==> src/ack_range_encoder_assert.svh <==
// ----------------------------------------------------------------------------
// ack_range_encoder_assert.svh
// Assertion macros for the acknowledge range encoder.
// ----------------------------------------------------------------------------
`ifndef ACK_RANGE_ENCODER_ASSERT_SVH
`define ACK_RANGE_ENCODER_ASSERT_SVH

`ifndef NO_ASSERTIONS

// Property holds at every rising clock edge outside reset.
`define ACE_ASSERT(lbl, clk, rst_n, prop) \
	lbl: assert property (@(posedge clk) disable iff (!rst_n) prop) \
		else $error("ack_range_encoder: assertion failed");

// Condition must never be seen outside reset.
`define ACE_ASSERT_NEVER(lbl, clk, rst_n, cond) \
	lbl: assert property (@(posedge clk) disable iff (!rst_n) !(cond)) \
		else $error("ack_range_encoder: forbidden condition seen");

`else

`define ACE_ASSERT(lbl, clk, rst_n, prop)
`define ACE_ASSERT_NEVER(lbl, clk, rst_n, cond)

`endif

`endif

==> src/ace_pkg.sv <==
`default_nettype none
// ----------------------------------------------------------------------------
// ace_pkg
// Shared types and constants of the acknowledge range encoder.
// ----------------------------------------------------------------------------
package ace_pkg;

	localparam int SEQ_W    = 24;
	localparam int ID_W     = 8;
	localparam int COUNT_W  = 16;
	localparam int LEN_W    = 19;
	localparam int ADDR_W   = 3;
	localparam int DATA_W   = 32;

	localparam logic [COUNT_W-1:0] COUNT_MAX    = '1;
	localparam logic [LEN_W-1:0]   BASE_LENGTH  = LEN_W'(3);
	localparam logic [LEN_W-1:0]   SINGLE_BYTES = LEN_W'(4);
	localparam logic [LEN_W-1:0]   RANGE_BYTES  = LEN_W'(7);

	localparam logic MODE_SEQ = 1'b0;
	localparam logic MODE_EOB = 1'b1;

	// register index (address bit 2 of the byte address)
	localparam logic REG_PACKET_ID = 1'b0;

	localparam int FIFO_DEPTH = 4;
	localparam int PTR_W      = $clog2(FIFO_DEPTH);
	localparam int FILL_W     = $clog2(FIFO_DEPTH + 1);

	typedef enum logic [1:0] {
		KIND_SINGLE  = 2'd0,
		KIND_RANGE   = 2'd1,
		KIND_TRAILER = 2'd2
	} kind_t;

	typedef struct packed {
		kind_t              kind;
		logic [SEQ_W-1:0]   first_num;
		logic [SEQ_W-1:0]   last_num;
		logic [ID_W-1:0]    id_byte;
		logic [COUNT_W-1:0] record_count;
		logic [LEN_W-1:0]   byte_length;
		logic               count_overflow;
		logic               last;
	} result_t;

	// up to two results per item, written in order
	typedef struct packed {
		logic [1:0] num;
		result_t    r0;
		result_t    r1;
	} push_t;

	typedef struct packed {
		logic [FILL_W-1:0] fill;
		logic              room_for_two;
	} fifo_status_t;

endpackage
`default_nettype wire

==> src/ace_run_tracker.sv <==
`default_nettype none
// ----------------------------------------------------------------------------
// ace_run_tracker
// Run merging, record booking and trailer forming for one item per cycle while fire is high.
// ----------------------------------------------------------------------------
module ace_run_tracker import ace_pkg::*; (
	input  wire logic            clk,
	input  wire logic            arst_n,
	input  wire logic            fire,
	input  wire logic            mode,
	input  wire logic [SEQ_W-1:0] seq,
	input  wire logic [ID_W-1:0] packet_id,
	output push_t                push,
	output logic                 run_open
);

	logic               open_q, open_d;
	logic [SEQ_W-1:0]   first_q, first_d;
	logic [SEQ_W-1:0]   last_q, last_d;
	logic [COUNT_W-1:0] rec_q, rec_d;
	logic [LEN_W-1:0]   len_q, len_d;
	logic               ovf_q, ovf_d;

	logic               single;
	logic [COUNT_W-1:0] rec_b;
	logic [LEN_W-1:0]   len_b;
	logic               ovf_b;
	result_t            rec_res;
	result_t            trl_cur;
	result_t            trl_book;

	// what the counters become if the open run is booked now
	always_comb begin
		single = (first_q == last_q);
		if (rec_q != COUNT_MAX) begin
			rec_b = rec_q + COUNT_W'(1);
			len_b = len_q + (single ? SINGLE_BYTES : RANGE_BYTES);
			ovf_b = ovf_q;
		end else begin
			rec_b = rec_q;
			len_b = len_q;
			ovf_b = 1'b1;
		end
	end

	always_comb begin
		rec_res           = '0;
		rec_res.kind      = single ? KIND_SINGLE : KIND_RANGE;
		rec_res.first_num = first_q;
		rec_res.last_num  = last_q;

		trl_cur                = '0;
		trl_cur.kind           = KIND_TRAILER;
		trl_cur.id_byte        = packet_id;
		trl_cur.record_count   = rec_q;
		trl_cur.byte_length    = len_q;
		trl_cur.count_overflow = ovf_q;
		trl_cur.last           = 1'b1;

		trl_book                = trl_cur;
		trl_book.record_count   = rec_b;
		trl_book.byte_length    = len_b;
		trl_book.count_overflow = ovf_b;
	end

	always_comb begin
		open_d  = open_q;
		first_d = first_q;
		last_d  = last_q;
		rec_d   = rec_q;
		len_d   = len_q;
		ovf_d   = ovf_q;
		push    = '0;
		if (fire) begin
			if (mode == MODE_SEQ) begin
				if (!open_q) begin
					open_d  = 1'b1;
					first_d = seq;
					last_d  = seq;
				end else if (seq > last_q) begin
					if (seq == last_q + SEQ_W'(1)) begin
						last_d = seq;
					end else begin
						// gap closes the run
						push.num     = 2'd1;
						push.r0      = rec_res;
						push.r0.last = 1'b1;
						rec_d        = rec_b;
						len_d        = len_b;
						ovf_d        = ovf_b;
						first_d      = seq;
						last_d       = seq;
					end
				end
			end else begin
				if (open_q) begin
					push.num = 2'd2;
					push.r0  = rec_res;
					push.r1  = trl_book;
				end else begin
					push.num = 2'd1;
					push.r0  = trl_cur;
				end
				open_d  = 1'b0;
				first_d = '0;
				last_d  = '0;
				rec_d   = '0;
				len_d   = BASE_LENGTH;
				ovf_d   = 1'b0;
			end
		end
	end

	always_ff @(posedge clk or negedge arst_n) begin
		if (!arst_n) begin
			open_q  <= 1'b0;
			first_q <= '0;
			last_q  <= '0;
			rec_q   <= '0;
			len_q   <= BASE_LENGTH;
			ovf_q   <= 1'b0;
		end else begin
			open_q  <= open_d;
			first_q <= first_d;
			last_q  <= last_d;
			rec_q   <= rec_d;
			len_q   <= len_d;
			ovf_q   <= ovf_d;
		end
	end

	assign run_open = open_q;

endmodule
`default_nettype wire

==> src/ace_out_fifo.sv <==
`default_nettype none
// ----------------------------------------------------------------------------
// ace_out_fifo
// Small result queue taking up to two results a cycle and giving one when popped.
// ----------------------------------------------------------------------------
module ace_out_fifo import ace_pkg::*; (
	input  wire logic  clk,
	input  wire logic  arst_n,
	input  wire push_t push,
	input  wire logic  pop,
	output result_t    head,
	output logic       not_empty,
	output fifo_status_t status
);

	result_t           entry_q [FIFO_DEPTH];
	logic [PTR_W-1:0]  wr_ptr_q;
	logic [PTR_W-1:0]  rd_ptr_q;
	logic [FILL_W-1:0] fill_q;
	logic [PTR_W-1:0]  wr_ptr_1;
	logic              do_pop;

	assign wr_ptr_1 = wr_ptr_q + PTR_W'(1);
	assign do_pop   = pop && (fill_q != '0);

	always_ff @(posedge clk) begin
		if (push.num != 2'd0) begin
			entry_q[wr_ptr_q] <= push.r0;
		end
		if (push.num == 2'd2) begin
			entry_q[wr_ptr_1] <= push.r1;
		end
	end

	always_ff @(posedge clk or negedge arst_n) begin
		if (!arst_n) begin
			wr_ptr_q <= '0;
			rd_ptr_q <= '0;
			fill_q   <= '0;
		end else begin
			wr_ptr_q <= wr_ptr_q + PTR_W'(push.num);
			if (do_pop) begin
				rd_ptr_q <= rd_ptr_q + PTR_W'(1);
			end
			fill_q <= fill_q + FILL_W'(push.num) - FILL_W'(do_pop);
		end
	end

	assign head                = entry_q[rd_ptr_q];
	assign not_empty           = (fill_q != '0);
	assign status.fill         = fill_q;
	assign status.room_for_two = (fill_q <= FILL_W'(FIFO_DEPTH - 2));

endmodule
`default_nettype wire

==> src/ack_range_encoder.sv <==
// ACK range encoder. Takes ascending 24-bit sequence numbers, one per item,
// merges consecutive ones into runs and emits a single or range record when
// a gap ends a run; an end-of-batch item flushes the open run and emits a
// trailer with packet id, record count and byte length. One item is taken
// per cycle unless the input stalls: an input register feeds a single pass
// of compare-and-update logic that writes its results into a four-entry
// result queue. Results leave one per cycle while result_stall is low. An
// end-of-batch item with an open run gives two results, but the first run
// of a batch is opened by a number item that gives none, so items run back
// to back while results are taken every cycle; the input stalls only when
// the queue has fewer than two free entries.
// packet_id lives at byte address 0 of the APB port.
`default_nettype none
// ----------------------------------------------------------------------------
// ack_range_encoder
// Top level: input register, run tracker, result queue and register port.
// ----------------------------------------------------------------------------
`include "ack_range_encoder_assert.svh"

module ack_range_encoder import ace_pkg::*; (
	input  wire logic               clk,
	input  wire logic               arst_n,
	// input items
	input  wire logic               item_valid,
	output logic                    item_stall,
	input  wire logic               mode,
	input  wire logic [SEQ_W-1:0]   seq_num,
	// results
	output logic                    result_valid,
	input  wire logic               result_stall,
	output logic [1:0]              kind,
	output logic [SEQ_W-1:0]        first_num,
	output logic [SEQ_W-1:0]        last_num,
	output logic [ID_W-1:0]         id_byte,
	output logic [COUNT_W-1:0]      record_count,
	output logic [LEN_W-1:0]        byte_length,
	output logic                    count_overflow,
	output logic                    last,
	// register port
	input  wire logic               psel,
	input  wire logic               penable,
	input  wire logic               pwrite,
	input  wire logic [ADDR_W-1:0]  paddr,
	input  wire logic [DATA_W-1:0]  pwdata,
	output logic [DATA_W-1:0]       prdata,
	output logic                    pready
);

	logic               valid_s1;
	logic               mode_s1;
	logic [SEQ_W-1:0]   seq_s1;
	logic [ID_W-1:0]    packet_id_q;
	logic               accept;
	logic               fire;
	logic               run_open;
	push_t              push;
	result_t            head;
	fifo_status_t       fifo_status;

	// register port
	assign pready = 1'b1;

	always_ff @(posedge clk or negedge arst_n) begin
		if (!arst_n) begin
			packet_id_q <= '0;
		end else if (psel && penable && pwrite && paddr[2] == REG_PACKET_ID) begin
			packet_id_q <= pwdata[ID_W-1:0];
		end
	end

	always_comb begin
		prdata = '0;
		if (paddr[2] == REG_PACKET_ID) begin
			prdata[ID_W-1:0] = packet_id_q;
		end
	end

	// input register; an item moves on only when the queue can take two results
	assign fire       = valid_s1 && fifo_status.room_for_two;
	assign item_stall = valid_s1 && !fifo_status.room_for_two;
	assign accept     = item_valid && !item_stall;

	always_ff @(posedge clk or negedge arst_n) begin
		if (!arst_n) begin
			valid_s1 <= 1'b0;
		end else if (accept) begin
			valid_s1 <= 1'b1;
		end else if (fire) begin
			valid_s1 <= 1'b0;
		end
	end

	always_ff @(posedge clk) begin
		if (accept) begin
			mode_s1 <= mode;
			seq_s1  <= seq_num;
		end
	end

	ace_run_tracker u_tracker (
		.clk       (clk),
		.arst_n    (arst_n),
		.fire      (fire),
		.mode      (mode_s1),
		.seq       (seq_s1),
		.packet_id (packet_id_q),
		.push      (push),
		.run_open  (run_open)
	);

	ace_out_fifo u_fifo (
		.clk       (clk),
		.arst_n    (arst_n),
		.push      (push),
		.pop       (result_valid && !result_stall),
		.head      (head),
		.not_empty (result_valid),
		.status    (fifo_status)
	);

	assign kind           = head.kind;
	assign first_num      = head.first_num;
	assign last_num       = head.last_num;
	assign id_byte        = head.id_byte;
	assign record_count   = head.record_count;
	assign byte_length    = head.byte_length;
	assign count_overflow = head.count_overflow;
	assign last           = head.last;

	`ACE_ASSERT_NEVER(a_fifo_fill, clk, arst_n, fifo_status.fill > FILL_W'(FIFO_DEPTH))
	`ACE_ASSERT(a_eob_closes_run, clk, arst_n, (fire && mode_s1 == MODE_EOB) |=> !run_open)
	`ACE_ASSERT(a_trailer_last, clk, arst_n, (result_valid && kind == KIND_TRAILER) |-> last)
	`ACE_ASSERT(a_single_same, clk, arst_n, (result_valid && kind == KIND_SINGLE) |-> (first_num == last_num))

endmodule
`default_nettype wire

==> config.mk <==
export PLATFORM = sky130hd
export DESIGN_NAME = ack_range_encoder
export DESIGN_NICKNAME = d
export VERILOG_FILES = /design/src/ace_pkg.sv /design/src/ace_run_tracker.sv /design/src/ace_out_fifo.sv /design/src/ack_range_encoder.sv
export VERILOG_INCLUDE_DIRS = /design/src /design/src/src
export SDC_FILE = /design/constraint.sdc
export NUM_CORES = 1
export LEC_CHECK = 0
export BUFFER_PORTS_ARGS = -buffer_cell sky130_fd_sc_hd__clkbuf_2
export CELL_PAD_IN_SITES_DETAIL_PLACEMENT = 1
export CELL_PAD_IN_SITES_GLOBAL_PLACEMENT = 1
export CORE_ASPECT_RATIO = 1.25
export CORE_MARGIN = 2
export CORE_UTILIZATION = 43
export DETAILED_ROUTE_END_ITERATION = 8
export PLACE_DENSITY_LB_ADDON = 0.1
export SETUP_SLACK_MARGIN = 0.15
export SYNTH_ARGS = -nofsm -noshare
export SYNTH_HDL_FRONTEND = slang
export SYNTH_SLANG_ARGS = --single-unit
==> constraint.sdc <==
create_clock -name clk -period 17.8 [get_ports clk]
set_input_delay 0.89 -clock clk [delete_from_list [all_inputs] [get_ports clk]]
set_output_delay 0.89 -clock clk [all_outputs]
set_load 0.05 [all_outputs]
---- Word-level counts from Yosys, hierarchy flattened ----
Memory sizes are Yosys's and may differ from the RTL's.
Cells that the tools add are included.
W data, S select, Z words.
storage, ports and cells
  register bits after elaboration ......... 126
  memory bits (writable) .................. 380
  bits of input ports ..................... 67
  memories ................................ 1
memory list
  name            words  bits a word  read ports  clocked after memory_dff  wr ports  line                text
  u_fifo.entry_q  4      95           1           0                         2         ace_out_fifo.sv:16  result_t entry_q [FIFO_DEPTH];
cells by class
  add/subtract/negate cells ............... 8
  $lt $le $gt $ge ......................... 2
  equality and inequality tests ........... 7
  muxes and demuxes ....................... 40
  bitwise gates (word level) .............. 1
  reduce and logical (&&, ||, !) cells .... 19
operators with widths
  cell                     number
  $mux W97                 4
  $mux W192                1
  $mux W95                 2
  $mux W24                 7
  $mux W96                 1
  $mux W19                 5
  $mux W16                 5
  $eq A24 B24 Y1           2
  $add A24 B1 Y24 const B  1
  $gt A24 B24 Y1           1
  $add A19 B19 Y19         1
  $add A16 B1 Y16 const B  1
  $ne A16 B16 Y1 const B   1
  $mux W1                  13
  $logic_and A1 B1 Y1      8
  $mux W8                  1
  $reduce_bool A2 Y1       4
  $ne A3 B3 Y1 const B     2
  $add A2 B1 Y2 const B    2
  $reduce_and A4 Y1        1
  $add A3 B2 Y3            1
  $le A3 B2 Y1 const B     1
  $logic_not A1 Y1         3
  $reduce_and A3 Y1        1
  other kinds (8)          8

---- Longest topological paths before layout ----
Gate-level depths: netlist (run 1).
  word-level depth ........................ 10
  mapped depth ............................ 18
  depth with buffers taken out ............ 16

---- Cells and area by module ----
From an unflattened synthesis (run 1), not the netlist that was laid out.
unflattened totals
  cells, all modules ...................... 2,008
  area total of the unflattened synthesis .. 27,933.0 um^2
by module, submodules not included
  module             times used  cells an instance  area each (um^2)
  ace_out_fifo       1           960                18,743.0
  ace_run_tracker    1           964                7,800.0
  ack_range_encoder  1           84                 1,390.1

---- Least setup slack after synthesis (run 1) ----
Ideal clock, no wire load.
  path kind ............................... reg-to-reg
  from .................................... register u_tracker.last_q[19]
  to ...................................... memory u_fifo.entry_q[0][0] (netlist bit), enable pin
  arrival time ............................ 5.929 ns
  data required time ...................... 17.287 ns
  path slack .............................. 11.358 ns
  cell stages (with the launch flop) ...... 13
  period minus slack after synthesis ...... 6.442 ns
  cell sequence ........................... dfrtp_1 -> clkbuf_1 -> inv_1 -> ha_1 -> nand4_1 -> or4_1 -> nor2_1 -> o31a_1 -> o211ai_1 -> a21oi_4 -> clkbuf_1 -> nor2_1 -> o21ai_0
RTL lines
  element                   line                    text
  start: declaration        ace_run_tracker.sv:19   logic [SEQ_W-1:0] last_q, last_d;
  start signal: assignment  ace_run_tracker.sv:125  last_q <= last_d;
  end: declaration          ace_out_fifo.sv:16

==> results of run 1 <==
[registers in the layout (all words and copies together) (netlist names)]
register	flops
u_tracker.rec_q	16
u_tracker.first_q	24
u_tracker.run_open	1
u_fifo.wr_ptr_q	2
seq_s1	24
u_fifo.fill_q	3
u_fifo.rd_ptr_q	2
mode_s1	1
u_tracker.last_q	24
u_fifo.entry_q	380
valid_s1	1
packet_id_q	8
u_tracker.len_q	19
u_tracker.ovf_q	1
[synth_stat cells, types with 40 or more instances]
cell        n  area, sq um
buf_4      42        315.3
xnor2_1    41        359.1
mux4_2     95         2140
nand2_1   319         1197
nor2_1    174        653.1
o21ai_0   197        986.0
dfrtp_1    99         2477
dfxtp_1   196         3924
a221oi_1   78        683.2
o31ai_1    70        525.5
edfxtp_1  209         6276
o21ai_1    45        225.2
clkbuf_1  153        574.3
inv_1      40        150.1
mux2i_1   106         1061
[report_power, final]
part	leakage [nW]	switching [W]	internal, W
clock network	0.887	0.000482	0.000682
logic	5.09	0.00167	0.000834
registers	4.85	0.000328	0.00164
[metal layers]
layer  GRT usage, %  share of wire (%)  vias up
met5              0                  0        -
met4          11.42                4.1        0
met3          3.217                4.0      176
met2          49.07                 52      527
met1          33.19                 40     9923
li1               -                  -     8570
[how the worst max path moves through the flow]
stage / start / end / slack, ns / cells past startpoint
finish: u_tracker.last_q[3] / u_fifo.entry_q[3][72] / 12.53 / 11
global route: u_tracker.last_q[3] / u_fifo.entry_q[3][90] / 12.44 / 11
CTS: u_tracker.last_q[3] / u_fifo.entry_q[3][83] / 12.62 / 11
detailed placement: u_tracker.last_q[3] / u_fifo.entry_q[3][83] / 12.65 / 11
global placement: u_tracker.last_q[19] / u_fifo.entry_q[1][11] / 12.73 / 13
floorplan: u_tracker.last_q[19] / u_fifo.entry_q[0][0] / 11.36 / 12
[through the flow]
stage	total power [W]	utilization (%)	cells	setup WS (ns)	hold WS, ns
5_1_grt	0.005917	48.31	3155	12.44	0.3259
6_report	0.005629	48.31	3155	12.53	0.2986
4_1_cts	0.005676	48.31	3155	12.62	0.2922
2_1_floorplan	0.003788	-	2353	11.36	0.4353
3_3_place_gp	0.004420	45.23	3056	12.73	0.4426
3_5_place_dp	0.004512	45.23	3056	12.65	0.4532
[critical path: cells and delay by family, from the launching register on]
family	cells	cell delay, ns
compound gates	4	0.87
buf+inv	3	1.54
flops	1	0.67
mux	1	0.26
simple gates	3	1.78
[final cells by class]
cell class | count | area, sq um
clock buffer | 78 | 1533
sequential | 506 | 12740
timing repair buffer | 184 | 1021
fill | 6245 | 30090
inverter | 41 | 153.9
tap | 757 | 947.2
multi-input combinational | 1568 | 11470
clock inverter | 21 | 260.3
[cell families (layout without fill, tap and decap cells)]
kind of cell    Yosys count  after routing
compound gates          541            541
xor+xnor                 71             71
fa+ha+maj                34             34
buf+inv                 279            324
flops                   506            506
mux                     210            210
other cells               2             25
simple gates            687            687
[layout by cell type, fill, tap and decap left out, drive strengths merged, types with 5 or more instances in the layout]
master   synthesis  final
dfxtp          196    196
mux2i          106    106
xnor2           41     41
and2            39     39
nand4           21     21
bufinv           0      6
and4             8      8
clkinv           0     14
dfrtp           99     99
clkbuf         153    222
o2bb2ai          6      6
o31ai           70     70
nor2           174    174
nand3           35     35
inv             41     42
o211ai           6      6
xor2            30     30
nor3             9      9
a221oi          98     98
o21ai          245    245
nor4             9      9
edfxtp         209    209
a21oi           30     30
mux2             9      9
a2bb2oi         28     28
nor2b           18     18
nand2          319    319
nand2b           7      7
ha              32     32
conb             2     25
a22o            21     21
and3            21     21
a221o            5      5
mux4            95     95
a21o             6      6
buf             85     40
nand3b          14     14
==> impl_metrics.env, run 1 <==
export IMPL_areaGrowthSynthToFinish_pct=11.48
export IMPL_r2r_start="u_tracker.last_q[3]"
export IMPL_synthXorXnorAreaFrac_pct=2.465
export IMPL_cpMaxStageDelayCell="nor4_1"
export IMPL_totalWireLength_um=82460
export IMPL_via_count=19196
export IMPL_synth_area_sq_um=25230
export IMPL_yosysSeqAreaShare_pct=50.46
export IMPL_dp_hpwl_um=50730
export IMPL_setup_viol=0
export IMPL_rsz0062_at_grt="no"
export IMPL_initial_core_util_pct=43.34
export IMPL_holdBufCountCts=0
export IMPL_cts_sinks=506
export IMPL_synth_compound_area_share_pct=14.89
export IMPL_powerDensity_nw_per_um2=200.1
export IMPL_peakVddDrop_uv=129.4
export IMPL_boundaryPins=197
export IMPL_place_congestion=0.8530
export IMPL_ys_flop_type="edfxtp_1"
export IMPL_critPathCaptureType="flop"
export IMPL_io_buffers=145
export IMPL_max_cap_viol_count=0
export IMPL_ff2ff_setup_slack_ns=12.53
export IMPL_criticalPathCategory="reg -> reg"
export IMPL_worst_pin_slew_ns=1.228
export IMPL_startpoint_type="flop"
export IMPL_cts_root_buf="clkbuf_16"
export IMPL_grt_pass1_wl_um=125500
export IMPL_drtIter0Drc=1573
export IMPL_drv_slew=0
export IMPL_grt_total_usage_pct=27.40
export IMPL_finalHoldViolCount=0
export IMPL_timing_rr_end="u_fifo.entry_q[3][72]"
export IMPL_rows=99
export IMPL_status="finished, final reports clean"
export IMPL_cp_max_fo=62
export IMPL_crit_path_frequent_cell="buf_4"
export IMPL_skew_ns=0.02480
export IMPL_grt_antenna_before_repair=0
export IMPL_clock_latency_ns=0.62
export IMPL_viasPerCell=6.084
export IMPL_required_ns=18.33
export IMPL_first_pass_iters=5
export IMPL_yosysWarningCount=0
export IMPL_cts_tree="yes"
export IMPL_clock_fmax_mhz=189.8
export IMPL_cts_made_buffers=53
export IMPL_fin_crit_sh_pct=29.60
export IMPL_synth_cells=2330
export IMPL_synth_simple_gate_area_share_pct=12.30
export IMPL_path_clk_slew_ns=0.07
export IMPL_hold_class="in -> async"
export IMPL_critPathMaxStageDelay_ns=0.81
export IMPL_drive_gt1_share_pct=17.81
export IMPL_post_cts_resized=0
export IMPL_grt_max_degree=70
export IMPL_final_cell_area_sq_um=28120
export IMPL_detail_route_antenna_nets=0
export IMPL_grt_overflow=0
export IMPL_synth_cell_types=74
export IMPL_ctsLongestPathBuffers=3
export IMPL_cts_max_level=2
export IMPL_max_slew_margin_pct=18.13
export IMPL_min_period_ns=5.269
export IMPL_crit_arrival_ns=5.80
export IMPL_placed_cell_area_sq_um=26330
export IMPL_synth_enable_flop_cells=209
export IMPL_ys_ff_latch=506
export IMPL_synth_top_family_by_area="compound AO/OA/AOI/OAI gates"
export IMPL_path_cells="nand4_1 -> nor4_1 -> o2111ai_1 -> a22oi_1 -> nor4b_4 -> a21oi_4 -> buf_4 -> o21bai_4 -> buf_4 -> buf_4 -> mux2i_1"
export IMPL_finalNetCount=2455
export IMPL_diodes=0
export IMPL_reg2regPathDepth=11
export IMPL_synth_avg_cell_area_sq_um=10.83
export IMPL_dieArea_sq_um=60640
export IMPL_core_sq_um=58220
export IMPL_fin_setup_tns_ns=0
export IMPL_synth_async_reset_ratio_pct=19.96
export IMPL_synth_fa_ha_area_share_pct=1.746
export IMPL_die_h_um=274.8
export IMPL_grt_pass1_vias=20608
export IMPL_drt_wirelength_per_cell_um=26.14
export IMPL_post_cts_setup_buffers=0
export IMPL_die_w_um=220.7
export IMPL_drc_errors=0
export IMPL_leakage_nw=10.83
export IMPL_muxShareOfSynthArea_pct=13.09
Note: power is estimated with default switching activity, not from simulation.
==> run 2, diff against run 1 <==
==> constraint.sdc (replaced) <==
create_clock -name clk -period 4.78 [get_ports clk]
set_input_delay 0.239 -clock clk [delete_from_list [all_inputs] [get_ports clk]]
set_output_delay 0.239 -clock clk [all_outputs]
set_load 0.05 [all_outputs]
==> impl_metrics.env, run 2 (synthesized netlist as in run 1, its figures left out) <==
export IMPL_status="finished, final reports clean"
export IMPL_grt_antenna_before_repair=0
export IMPL_place_congestion=0.9045
export IMPL_boundaryPins=197
export IMPL_diodes=0
export IMPL_startpoint_type="flop"
export IMPL_via_count=19303
export IMPL_path_buf_inv=3
export IMPL_finalPower_w=0.02088
export IMPL_worst_pin_slew_ns=1.098
export IMPL_cts_sinks=506
export IMPL_finalNetCount=2505
export IMPL_cts_max_level=2
export IMPL_max_cap_viol_count=0
export IMPL_path_cells="nand4_1 -> nor4_1 -> o2111ai_1 -> a22oi_1 -> nor4b_4 -> buf_4 -> a211oi_4 -> nor2_1 -> ha_1 -> inv_1 -> ha_1 -> inv_1 -> fa_1 -> xor2_1 -> xnor2_1"
export IMPL_critPathCaptureType="flop"
export IMPL_grt_max_degree=69
export IMPL_ctsLongestPathBuffers=3
export IMPL_finalHoldViolCount=0
export IMPL_io_buffers=145
export IMPL_rows=99
export IMPL_detail_route_antenna_nets=0
export IMPL_grt_total_usage_pct=27.50
export IMPL_drc_errors=0
export IMPL_setup_viol=0
export IMPL_leakage_nw=11.03
export IMPL_drive_gt1_share_pct=17.83
export IMPL_largest_reg_flops=380
export IMPL_critPathMaxStageDelay_ns=0.73
export IMPL_path_clk_slew_ns=0.07
export IMPL_setup_ws_ns=0.5141
export IMPL_final_common_cell="nand2_1"
export IMPL_layout_common_cells="nand2_1 (315), edfxtp_1 (209), dfxtp_1 (196)"
export IMPL_rsz0062_at_grt="no"
export IMPL_skew_ns=0.02875
export IMPL_grt_overflow=0
export IMPL_drtIter0Drc=1328
export IMPL_fill_cells=6260
export IMPL_max_slew_margin_pct=26.81
export IMPL_clock_fmax_mhz=234.4
export IMPL_place_ws_ns=0.5626
export IMPL_die_w_um=220.7
export IMPL_viasPerCell=6.027
export IMPL_dieArea_sq_um=60640
export IMPL_crit_arrival_ns=4.76
export IMPL_cts_root_buf="clkbuf_16"
export IMPL_clock_latency_ns=0.62
export IMPL_die_h_um=274.8
export IMPL_cpMaxStageDelayCell="nor4_1"
export IMPL_initial_core_util_pct=43.34
export IMPL_powerDensity_nw_per_um2=729.8
export IMPL_regMostFlops="u_fifo.entry_q"
export IMPL_areaGrowthSynthToFinish_pct=13.41
export IMPL_dp_hpwl_um=51630
export IMPL_hold_class="in -> reg"
export IMPL_core_sq_um=58220
export IMPL_fin_crit_sh_pct=89.24
export IMPL_grt_pass1_wl_um=125900
export IMPL_totalWireLength_um=82520
export IMPL_criticalPathCategory="reg -> reg"
export IMPL_cts_made_buffers=53
export IMPL_drv_slew=0
export IMPL_min_period_ns=4.266
export IMPL_peakVddDrop_uv=411.2
export IMPL_cts_tree="yes"
export IMPL_post_cts_resized=0
export IMPL_cp_top_family="simple AND/OR/NAND/NOR gates"
export IMPL_grt_pass1_vias=20734
export IMPL_first_pass_iters=5
export IMPL_required_ns=5.27
export IMPL_cp_max_fo=8
export IMPL_drt_wirelength_per_cell_um=25.76
## run 2: power by group
part | total, W | switching [W] | internal, W
Combinational | 0.00951 | 0.00627 | 0.00324
Clock | 0.00412 | 0.00178 | 0.00235
Sequential | 0.00725 | 0.00116 | 0.00609
## run 2: per-stage QoR
stage	TNS [ns]	utilization (%)	area [sq um]	std cells	hold WS, ns
after global placement	0	45.65	26580	3071	0.2801
after CTS	0	49.15	28610	3203	0.006999
after detailed placement	0	45.65	26580	3071	0.2809
after floorplan	-39.05	-	25320	2353	-0.05659
after global routing	0	49.15	28610	3203	0.06075
final	0	49.15	28610	3203	0.04668
## run 2: final cells by class
class                           instances  area [sq um]  area share [%]
Inverter                               41         153.9          0.5379
Clock buffer                           79          1515           5.296
Clock inverter                         18         170.2          0.5947
Tap cell                              757         947.2           3.310
Timing Repair Buffer                  234          1622           5.667
Sequential cell                       506         12740           44.52
Multi-Input combinational cell       1568         11470           40.08
## run 2: final timing paths
| check | from | end | slack [ns] | cells past startpoint |
|---|---|---|---|---|
| min in group asynchronous | arst_n | packet_id_q[3] | 0.18 | 2 |
| max in group asynchronous | arst_n | u_fifo.rd_ptr_q[0] | 3.51 | 3 |
| setup / recovery | u_tracker.last_q[0] | u_fifo.fill_q[2] | 0.51 | 15 |
| hold reg to reg | u_fifo.entry_q[3][68] | u_fifo.entry_q[3][68] | 0.46 | 2 |
| hold / removal | result_stall | u_fifo.rd_ptr_q[1] | 0.05 | 4 |
| setup reg to reg | u_tracker.last_q[0] | u_fifo.fill_q[2] | 0.51 | 15 |
## run 2: metal layers
layer	part of all wire, %	routed length (um)	track usage, %
met1	40	32610	33.06
met2	53	43930	50.30
met3	3.6	2931	3.051
met4	3.7	3048	10.16
met5	0	0	0
## run 2: repair_timing
action                    CTS  global route
hold endpoints to repair   68             0
buffers inserted            0             0
hold buffers               35             0
## run 2: worst register-to-register path: cells and delay by family (launching register included)
| kind | cells | cell delay [ns] |
|---|---|---|
| XOR/XNOR | 2 | 0.28 |
| adder cells (fa/ha/maj) | 3 | 0.80 |
| flip-flops | 1 | 0.57 |
| AO/OA/AOI/OAI | 3 | 0.51 |
| buffers and inverters | 3 | 0.33 |
| AND/OR/NAND/NOR | 4 | 1.64 |
